<file path="config.mk">
export PLATFORM = sky130hd
export DESIGN_NAME = edsch_ram
export DESIGN_NICKNAME = d
export VERILOG_FILES = /design/src/rtl/edsch_ram.sv
export SDC_FILE = /design/constraint.sdc
export NUM_CORES = 1
export LEC_CHECK = 0
export BUFFER_PORTS_ARGS = -buffer_cell sky130_fd_sc_hd__buf_2
export CAP_MARGIN = 10
export CORE_MARGIN = 2
export CORE_UTILIZATION = 45
export DETAILED_ROUTE_END_ITERATION = 6
export GPL_TIMING_DRIVEN = 0
export PLACE_DENSITY = 0.72
export SLEW_MARGIN = 20
export SYNTH_ARGS = -nofsm -noshare
export SYNTH_HDL_FRONTEND = slang
export SYNTH_SLANG_ARGS = --single-unit
export TNS_END_PERCENT = 5
</file>
<file path="constraint.sdc">
create_clock -name clk -period 2.5 [get_ports clk]
set_input_delay 0.25 -clock clk [delete_from_list [all_inputs] [get_ports clk]]
set_output_delay 0.25 -clock clk [all_outputs]
set_load 0.01 [all_outputs]
</file>
<file path="src/rtl/edsch_ram.sv">
// Simple dual-port synchronous RAM: one write port, one registered read port.
// Depends on nothing; used for the occupancy bitmap and the requester table.
module edsch_ram #(
  parameter int WIDTH = 8,
  parameter int DEPTH = 32
) (
  input  logic                     clk,
  input  logic                     we,
  input  logic [$clog2(DEPTH)-1:0] waddr,
  input  logic [WIDTH-1:0]         wdata,
  input  logic [$clog2(DEPTH)-1:0] raddr,
  output logic [WIDTH-1:0]         rdata
);

  logic [WIDTH-1:0] mem [DEPTH];

  // write port
  always_ff @(posedge clk) begin
    if (we) begin
      mem[waddr] <= wdata;
    end
  end

  // read port, registered
  always_ff @(posedge clk) begin
    rdata <= mem[raddr];
  end

endmodule

</file>
* Word level (Yosys, flattened, before mapping)
Memories as Yosys holds them, arrays and structs flattened. A register that Yosys moved wholly into a read port is not among the register bits. Index checks and enable logic that the tools add are counted.
Word-level totals: bits in registers 0, bits in latches 0, memory bits (writable) 256, ROM bits 0, input port bits 20, output and inout port bits 8, word-level logic and storage cells 3, memories 1
Operators by class: add/subtract/negate cells 0, $mul 0, div/mod/pow operators 0, order comparisons 0, eq/ne operators 0, shifts and indexed selects 0, muxes and demuxes 2, bitwise gates (word level) 0, reductions and logical operators 0
Memory list:
- mem | depth 32, bits a word 8, read ports 1, clocked after memory_dff 1, write ports 1, RTL line 15 | logic [WIDTH-1:0] mem [DEPTH];
Operators by type and width (count):
- 1-bit two-way mux | 2

* Longest topological paths before layout
depth in word-level cells 2, depth in mapped cells 5, gate-level depth less buffers 3

* Worst setup path after synthesis
Ideal clock, no wire load.
kind input -> register, start point in raddr[2], end point reg rdata[0] (read register of mem), data arrival time 1.932 ns, data required time 2.379 ns, setup slack 0.448 ns, cell stages on the path 5, buffers on the path 2, cells stage by stage clkbuf_1 -> clkbuf_1 -> mux4_2 -> mux4_2 -> mux2_2
RTL lines:
- start, declared | RTL line 11 | input logic [$clog2(DEPTH)-1:0] raddr,
- end, declared | RTL line 12 | output logic [WIDTH-1:0] rdata

==> results.toml <==
[run_status]
status = "finished clean"

[synth]
syn_avg_cell_area_um2 = 24.1
synthMuxAreaShare = 0.188
synth_enable_flop_cells = 256
yosysTopAreaCell = "edfxtp_1"
synth_top_area_frac = 0.765
synth_seq_area_share = 0.781
yosysWarnings = 0
ys_ff_latch = 264
synth_compound_area_frac = 0
synthSimpleGateAreaFrac = 0.0207
synth_area_leaders = "edfxtp_1, mux4_2, dfxtp_1, nor2_1, mux2_2"
synth_top_family_by_area = "multiplexers"
syn_area_mm2 = 0.0101
ys.flop_type = "edfxtp_1"
syn-num-nets = 437
synth_fa_ha_area_frac = 0
netlist_instances = 417
yosysMostFrequentCell = "edfxtp_1"
ys_types = 15
netlist_top_cells_count = "edfxtp_1, mux4_2, nor2_1"
synthArstFlopShare = 0
synthXorXnorAreaFrac = 0

[power]
leakagePower_nw = 3.48
power_density_mw_per_mm2 = 792
switching_power_mw = 1.78
p_sw_frac = 0.199
clkPwrFrac = 0.395
p_comb_frac = 0.053
p_total_mw = 8.93
peakVddDrop_mv = 0.466
pwr-share-seq = 0.553
p_int_mw = 7.15

[place]
dpl_cell_area_mm2 = 0.0105
placed_cells = 719
io_buffers = 22
gp_congestion = 0.800
dp_hpwl_um = 12700

[worst_setup_path]
cp_top_family = "multiplexers"
critical_path.cell_chain = "clkbuf_1, clkbuf_1, mux4_2, mux4_2, mux2_2"
max_stage_delay_ns = 0.70
path_class = "input port to register"
end_kind = "register"
critPathRequiredTime_ns = 2.89
cp_max_fo = 10
cp_num_buf_inv = 2
critPathLaunchType = "input port"
cp.arrival_ns = 2.71
crit_slowest_cell = "clkbuf_1"

[hold_path]
min_path_type = "input port to register"

[drt]
via_count = 4465
drc = 0
wire_per_inst_um = 25.8
viasPerCell = 5.85
drtIter0Drc = 442
dr.pass1.iters = 4
ant_nets = 0
wl_um = 19700

[grt]
antenna_found_initial = 0
track_usage = 0.172
grt_start_max_net_pins = 33
gr-total-overflow = 0
grt_pass1_vias = 4698
grt_first_pass_wirelength_um = 30200

[timing]
rsz0062_at_grt = "false"
setup_viol = 0
finClkSkew_ns = 0.00965
fin_tns_setup_ns = 0
finalCriticalPeriod_ns = 2.32
max_clock_freq_mhz = 431
worst_slew_pin_slew_ns = 0.904
hold_viol = 0
min_period_over_period = 0.929
drv_slew = 0
holdWs_ns = 0.280
relSlewSlack = 0.397

[run]
maxCapViolCount = 0

[clock_network]
clock_path_buffers = 3
clkLatencyLatePin_ns = 0.51
cts_tree = "yes"
clock-sinks = 264
cts_setup_buffers = 0
numCtsBuffers = 25
path_clk_slew_ns = 0.06
h-tree-depth = 1
ctsHoldBuffers = 0
cts_resized = 0
clock-root-buffer = "clkbuf_16"

[floorplanning]
rows = 54
io_pins = 28
die_w_um = 153
die_h_um = 153
floorplan.initialDensity = 0.459
core_mm2 = 0.0219
dieArea_mm2 = 0.0236

[cells_and_area]
area_growth_pct = 12.1
regArea_mm2 = 0.00785
n_fill_cell = 1688
final_area_mm2 = 0.0113
multi_input_area_mm2 = 0.00210
final_nets = 486
insertedDiodeCount = 0
layout-drive-gt1-share = 0.317
final_cells = 763
==> through the flow <==
step	utilization	setup WS, ns
2_1_floorplan	-	0.448
3_3_place_gp	0.480	-0.220
3_5_place_dp	0.480	-0.284
4_1_cts	0.515	0.184
5_1_grt	0.515	0.117
6_report	0.515	0.177
==> worst paths after layout <==
check / start / endpoint / slack, ns / cells past startpoint
max: raddr[2] / rdata[0]$_DFF_P_ / 0.18 / 5
min: raddr[3] / rdata[1]$_DFF_P_ / 0.28 / 2
max reg2reg: mem[29][0]$_DFFE_PP_ / rdata[0]$_DFF_P_ / 0.62 / 3
min reg2reg: mem[6][6]$_DFFE_PP_ / rdata[6]$_DFF_P_ / 0.96 / 3
==> cells in the final DEF, fill, tap and decap left out <==
master      synthesis  layout
mux2_2              8       8
nand3b_1            5       5
clkbuf_16           0      25
clkinv_2            0       4
or3b_2              3       3
mux4_2             80      80
dfxtp_1             8       8
clkinvlp_4          0       1
or3_1               1       1
bufinv_16           0       2
nor2_1             33      33
nand3_1             2       2
buf_2               1      23
clkbuf_1            6      11
buf_4               6       6
clkinv_1            0       7
buf_1               6       6
buf_6               1       1
edfxtp_1          256     256
nand2_1             1       1
==> registers in the layout, summed over array words and instances, names as in the netlist <==
name   flops
mem      256
rdata      8
==> area by class of cell <==
class / instances / share of cell area
clock inverter: 14 / 0.0101
tap: 280 / 0.0311
multi-input combinational: 133 / 0.186
clock buffer: 30 / 0.0572
buffer: 20 / 0.00943
timing repair buffer: 22 / 0.00977
sequential: 264 / 0.696
==> cell families after synthesis <==
| kind of cell | count (synthesis) |
|---|---|
| flops | 264 |
| buf+inv | 20 |
| simple gates | 45 |
| mux | 88 |
==> power by group through the flow <==
stage	clock network (mW)	logic [mW]	registers [mW]
floorplan	0	0.262	5.04
global placement	0	0.459	5.03
detailed placement	0	0.474	5.03
CTS	3.58	0.480	4.94
global route	3.74	0.508	4.94
finish	3.52	0.471	4.94
==> per-layer routing <==
metal | global-route usage | routed length, um
met1 | 0.249 | 7940
met2 | 0.280 | 9880
met3 | 0.0303 | 1560
met4 | 0.0380 | 317
met5 | 0 | 0
(Power assumes the default switching activity.)
