## config.mk

```make
export PLATFORM = sky130hd
export DESIGN_NAME = edsch_scan
export DESIGN_NICKNAME = d
export VERILOG_FILES = /design/src/rtl/edsch_pkg.sv /design/src/rtl/edsch_scan.sv
export SDC_FILE = /design/constraint.sdc
export NUM_CORES = 1
export LEC_CHECK = 0
export BUFFER_PORTS_ARGS = -buffer_cell sky130_fd_sc_hd__buf_2
export CAP_MARGIN = 20
export CORE_ASPECT_RATIO = 1.5
export CORE_UTILIZATION = 62
export DETAILED_ROUTE_END_ITERATION = 6
export PLACE_DENSITY = 0.88
export SLEW_MARGIN = 10
export SYNTH_ARGS = -nofsm -noshare
export SYNTH_HDL_FRONTEND = slang
export SYNTH_SLANG_ARGS = --single-unit
```

## constraint.sdc

```tcl
create_clock -name vclk -period 5
set_clock_uncertainty 0.15 [all_clocks]
set_input_delay 0.75 -clock vclk [all_inputs]
set_output_delay 0.75 -clock vclk [all_outputs]
set_load 0.01 [all_outputs]
```

## src/rtl/edsch_pkg.sv

```systemverilog
// Shared constants and types for the elevator disk scheduler.
// No dependencies; imported by the top level and edsch_scan.
package edsch_pkg;

  // Track table geometry
  localparam int TRACKS    = 1024;
  localparam int TRACK_W   = 10;
  localparam int ID_W      = 5;
  localparam int PEND_W    = 11;

  // Occupancy bitmap word width (default for the top-level parameter)
  localparam int WORD_BITS_DEF = 32;

  // Stream payload widths
  localparam int IN_DATA_W  = 16;
  localparam int OUT_DATA_W = 32;

  // Reset value of the queue limit register
  localparam logic [PEND_W-1:0] QLIMIT_RST = PEND_W'(1024);

  // Result status codes
  typedef enum logic [2:0] {
    ST_ACCEPTED = 3'd0,
    ST_FULL     = 3'd1,
    ST_OCCUPIED = 3'd2,
    ST_SERVED   = 3'd3,
    ST_EMPTY    = 3'd4
  } status_t;

endpackage

```

## src/rtl/edsch_scan.sv

```systemverilog
// Per-word search of one occupancy bitmap word relative to the head position.
// Uses edsch_pkg; instantiated by the top level scan sequencer.
module edsch_scan
  import edsch_pkg::*;
#(
  parameter int WORD_BITS = WORD_BITS_DEF
) (
  input  logic [WORD_BITS-1:0]         data,
  input  logic                         at_head,   // word holds the head track
  input  logic [$clog2(WORD_BITS)-1:0] pos_bit,   // head bit inside the word
  input  logic                         dir_up,    // search toward higher tracks
  input  logic                         check_pos, // head track itself may hit
  output logic                         hit,
  output logic [$clog2(WORD_BITS)-1:0] hit_idx
);

  localparam int BIT_W = $clog2(WORD_BITS);

  logic [WORD_BITS-1:0] mask;
  logic [WORD_BITS-1:0] md;
  logic [WORD_BITS-1:0] rv;
  logic [WORD_BITS-1:0] iso_lo;
  logic [WORD_BITS-1:0] iso_hi;
  logic                 pos_hit;

  // one-hot to index, OR of independent bits
  function automatic logic [BIT_W-1:0] enc(input logic [WORD_BITS-1:0] oh);
    logic [BIT_W-1:0] r;
    r = '0;
    for (int i = 0; i < WORD_BITS; i++) begin
      if (oh[i]) r = r | BIT_W'(i);
    end
    return r;
  endfunction

  // keep only bits beyond the head in the search direction
  always_comb begin
    for (int i = 0; i < WORD_BITS; i++) begin
      if (!at_head) begin
        mask[i] = 1'b1;
      end else if (dir_up) begin
        mask[i] = BIT_W'(i) > pos_bit;
      end else begin
        mask[i] = BIT_W'(i) < pos_bit;
      end
    end
  end

  assign md = data & mask;

  // bit-reversed copy so the highest set bit becomes the lowest
  always_comb begin
    for (int i = 0; i < WORD_BITS; i++) begin
      rv[i] = md[WORD_BITS-1-i];
    end
  end

  assign iso_lo  = md & (~md + WORD_BITS'(1));
  assign iso_hi  = rv & (~rv + WORD_BITS'(1));
  assign pos_hit = check_pos & data[pos_bit];

  // head track first, then nearest bit in the search direction
  always_comb begin
    hit = pos_hit | (|md);
    if (pos_hit) begin
      hit_idx = pos_bit;
    end else if (dir_up) begin
      hit_idx = enc(iso_lo);
    end else begin
      hit_idx = BIT_W'(WORD_BITS - 1) - enc(iso_hi);
    end
  end

endmodule
```

Yosys cells after proc, flatten, opt, wreduce, memory -nomap -nowiden --
Cells that the tools add are included.
Word-level totals: word-level logic and storage cells 367, input bits 40, register bits 0, output and inout port bits 6
Cells by class: $lt $le $gt $ge 65, bitwise operators 7, reduce and logical (&&, ||, !) cells 1, add/sub/neg operators 3, muxes and demuxes 291
Operator list (count):
- 5-bit two-way mux | 163
- 1-bit two-way mux | 99
- 32-bit AND | 3
- 5-bit greater-than comparator (first input constant) | 16
- 5-bit < comparator (first input constant) | 16
- 32-bit by 1-bit adder with 32-bit output (second input constant) | 2
- 4-bit two-way mux | 16
- 32-bit inverter | 2
- 4-bit by 5-bit greater-than comparator with 1-bit output (first input constant) | 8
- 4-bit by 5-bit < comparator with 1-bit output (first input constant) | 8
- 32-bit OR reduction | 1
- 3-bit two-way mux | 8
- 3-bit by 5-bit greater-than comparator with 1-bit output (first input constant) | 4
- 3-bit by 5-bit < comparator with 1-bit output (first input constant) | 4
- 1-bit by 5-bit greater-than comparator with 1-bit output (first input constant) | 2
- 2-bit by 5-bit greater-than comparator with 1-bit output (first input constant) | 2
- 1-bit by 5-bit < comparator with 1-bit output (first input constant) | 2
- 2-bit by 5-bit < comparator with 1-bit output (first input constant) | 2
- 2-bit two-way mux | 4
- 5-bit by 6-bit < comparator with 1-bit output (second input constant) | 1
- 1-bit binary-select mux with 5-bit select | 1
- 5-bit subtractor (first input constant) | 1
- 1-bit AND | 1
- 1-bit bitwise OR | 1

Depth between registers and ports, before layout --
word-level depth 105, mapped depth 12, mapped depth without buffers 9

Worst setup path after synthesis --
No wires, ideal clock.
path kind in2out, from input port pos_bit[1], to output port hit_idx[4], setup slack 943 ps, arrival time 3157 ps, cell stages on the path 11, path through buf_4 > buf_4 > a311oi_2 > o221ai_2 > a21oi_2 > nand3_4 > or4b_1 > o22ai_2 > a2111oi_0 > and4_4 > a211o_1
On the way: cells in the longest elaborated chain, start to end 105, elaborated cells between the ends (all ways) 315, classes of those cells add/sub: 3; order compare: 64; mux: 242; bitwise: 6
Ends and longest elaborated chain:
- from (decl) | line edsch_scan.sv:10 | input logic [$clog2(WORD_BITS)-1:0] pos_bit,
- 5-bit < comparator / 5-bit greater-than comparator (equally long branches) | line edsch_scan.sv:44, edsch_scan.sv:42
- 1-bit two-way mux | line edsch_scan.sv:41 | end else if (dir_up) begin
- 1-bit two-way mux (2 in a row) | line edsch_scan.sv:39 | if (!at_head) begin
- 32-bit AND | line edsch_scan.sv:49 | assign md = data & mask;
- 32-bit inverter | line edsch_scan.sv:59 | assign iso_hi = rv & (~rv + WORD_BITS'(1));
- 32-bit by 1-bit adder with 32-bit output | line edsch_scan.sv:59
- 32-bit AND | line edsch_scan.sv:59
- 1-bit two-way mux | line edsch_scan.sv:31 | if (oh[i]) r = r | BIT_W'(i);
- [... 88 more ...]
- 5-bit two-way mux | line edsch_scan.sv:65 | if (pos_hit) begin
- 5-bit two-way mux | line edsch_scan.sv:31
- 5-bit two-way mux | line edsch_scan.sv:67 | end else if (dir_up) begin
- 5-bit two-way mux | line edsch_scan.sv:65
- 5-bit subtractor | line edsch_scan.sv:70 | hit_idx = BIT_W'(WORD_BITS - 1) - enc(iso_hi);
- 5-bit two-way mux | line edsch_scan.sv:67
- 5-bit two-way mux | line edsch_scan.sv:65
- 5-bit two-way mux (*) | line edsch_scan.sv:65
- to (decl) | line edsch_scan.sv:14 | output logic [$clog2(WORD_BITS)-1:0] hit_idx
Mark *: on every way between the ends. The rest lies on a longest branch, timed or not. The select of a mux whose other input is x is not followed.

Worst setup path in the final report --
from input port pos_bit[3], to output port hit_idx[4]
The elaborated chain is that of the path after synthesis.

==> flow_summary.ini <==
[logic_synthesis]
avgSynthCellArea_sq_um = 7.02
synthDistinctLibCells = 89
syn-num-nets = 477
syn-cell-area_sq_mm = 0.00307
ys_seq_area_share_pct = 0
synth_cells = 437
yosysTopAreaCell = nand2_1
synth_warnings = 0
netlist_top_cells_area = nand2_1, nand3_1, mux4_2
synth_top_area_share_pct = 5.63

[route]
routed-via-count = 4288
drtIter0Drc = 831
vias_per_cell = 7.85
wl_per_cell_um = 23.4
drt_first_pass_iters = 7
ant_nets = 0
wl_um = 12800
drcViolationCount = 33

[power_and_ir_drop]
ir_drop_uv = 58.8
power.density_mw_per_mm2 = 99.7
finalPower_mw = 0.338
leakagePower_nw = 1.31

[sta]
worstMarginPinSlew_ps = 1010
slew_headroom_pct = 32.7
fin_crit_sh_pct = 98.6
finalCriticalPeriod_ps = 4930
drv_slew = 0
fin_setup_tns_ps = 0
rsz0062_at_grt = no
finalSetupViolCount = 0
hold_viol_final = 0
fmax_ghz = 0.203

[setup_path]
path_cells = buf_2 > nand2_1 > and4_1 > nor2_1 > nand3_1 > or4_4 > o21ai_0 > a2111oi_0 > and4_4 > a211o_1 > buf_2
required_ps = 4100
cp_slowest_stage_delay_ps = 640
cp_slowest_cell = or4_4
cp-startpoint = pos_bit[3]
cp_top_family = simple AND/OR/NAND/NOR gates
cp_num_buf_inv = 2
arrival_ps = 4030
crit_top_cell = buf_2
start_kind = primary input
endpoint_kind = primary output
crit_fanout = 23
crit_type = primary input to primary output

[place]
gp_congestion = 1.22
numPortBuffers = 46
hpwl_um = 9840

[grt]
grt_start_max_net_pins = 41
grt_overflow = 0
antenna_found_initial = 0
grt_pass1_wl_um = 20800
grt_pass1_vias = 3925
track_usage_pct = 52.6

[die]
coreArea_sq_mm = 0.00481
die_area_sq_mm = 0.00524
io-pin-count = 46
die_h_um = 88.2
die_w_um = 59.4
placementRows = 31
start_util_pct = 63.8

[worst_hold_path]
min-delay-start = check_pos
min_to = hit
holdPathStages = 4
hold_class = primary input to primary output

[flow_run]
cap_violations = 0

[cells_and_area]
area_growth_pct = 10.4
drive_gt1_share_pct = 26.3
clkbuf_count = 0
final_util_pct = 70.4
regArea_sq_um = 0
nets = 522
diodes = 0
seq_cell_count = 0

[clock_network]
cts_setup_buffers = 0

[outcome]
status = complete, but fails checks
violations = design-rule violations
[synthesized netlist by cell type, drive strengths merged, types with 4 or more instances]
master / number
a211oi: 9
a21o: 7
a21oi: 22
a31oi: 5
a41oi: 4
and2: 8
and3: 11
and4: 4
and4b: 4
buf: 28
inv: 14
mux2i: 6
mux4: 6
nand2: 46
nand2b: 11
nand3: 29
nand3b: 4
nand4: 15
nand4b: 4
nor2: 34
nor2b: 7
nor3: 18
nor4: 10
nor4b: 4
o211a: 4
o211ai: 12
o21a: 6
o21ai: 24
o21bai: 4
o221ai: 7
o31a: 5
o31ai: 8
or4: 4
[placed cells by master, fill, tap and decap left out, drive strengths merged, types with 11 or more instances in the layout]
cell and count:
a21oi 22, inv 14, o21ai 24, o211ai 12, nand2b 11, nand4 15
nor2 34, and3 11, nand2 46, buf 69, nor3 18, nand3 29
[kinds of logic after synthesis]
kind of cell	synth area share [%]
AOI/OAI and AO/OA	39.6
xor gates and xnor gates	0.286
buffers and inverters	9.34
muxes	7.22
and+or+nand+nor	43.5
[worst max path at each step]
stage,to,slack (ps),cells past startpoint
after floorplan,hit_idx[4],940,11
after global placement,hit_idx[4],160,11
after detailed placement,hit_idx[4],120,11
after CTS,hit_idx[4],120,11
after global routing,hit_idx[1],20,12
final,hit_idx[4],70,11
[power by group]
part / internal (mW) / switching, mW / total [mW]
Combinational: 0.124 / 0.214 / 0.338
Sequential: 0 / 0 / 0
Clock: 0 / 0 / 0
[per-stage QoR]
stage,worst slack [ps],instance area [sq um],cells,hold slack (ps)
after floorplan,943,3070,437,1550
after detailed placement,124,3350,546,1790
after global routing,22.9,3390,546,1850
after global placement,164,3350,546,1790
after CTS,120,3350,546,1790
final,69.0,3390,546,1810
[layout make-up]
type               count  area, sq um
inverters             14         52.6
multi-input cells    394         2810
fillers              411         1420
well taps             66         82.6
repair buffers        72          445
[tightest hold or removal path, stage by stage]
cell	delay (ps)
buf_2	100
nand2_1	120
nand4_1	110
buf_2	120
[routing by layer]
layer	global-route usage [%]	wire [um]	up-vias
met4	38.5	1330	0
met5	1.02	0	-
li1	-	-	1840
met2	77.3	5640	459
met3	23.6	1700	138
met1	58.8	4080	1851
[what timing repair did]
item	4_1_cts	5_1_grt
hold buffers	0	0
resized for setup	0	7
setup endpoints to repair	0	4
(Power assumes the default switching activity.)
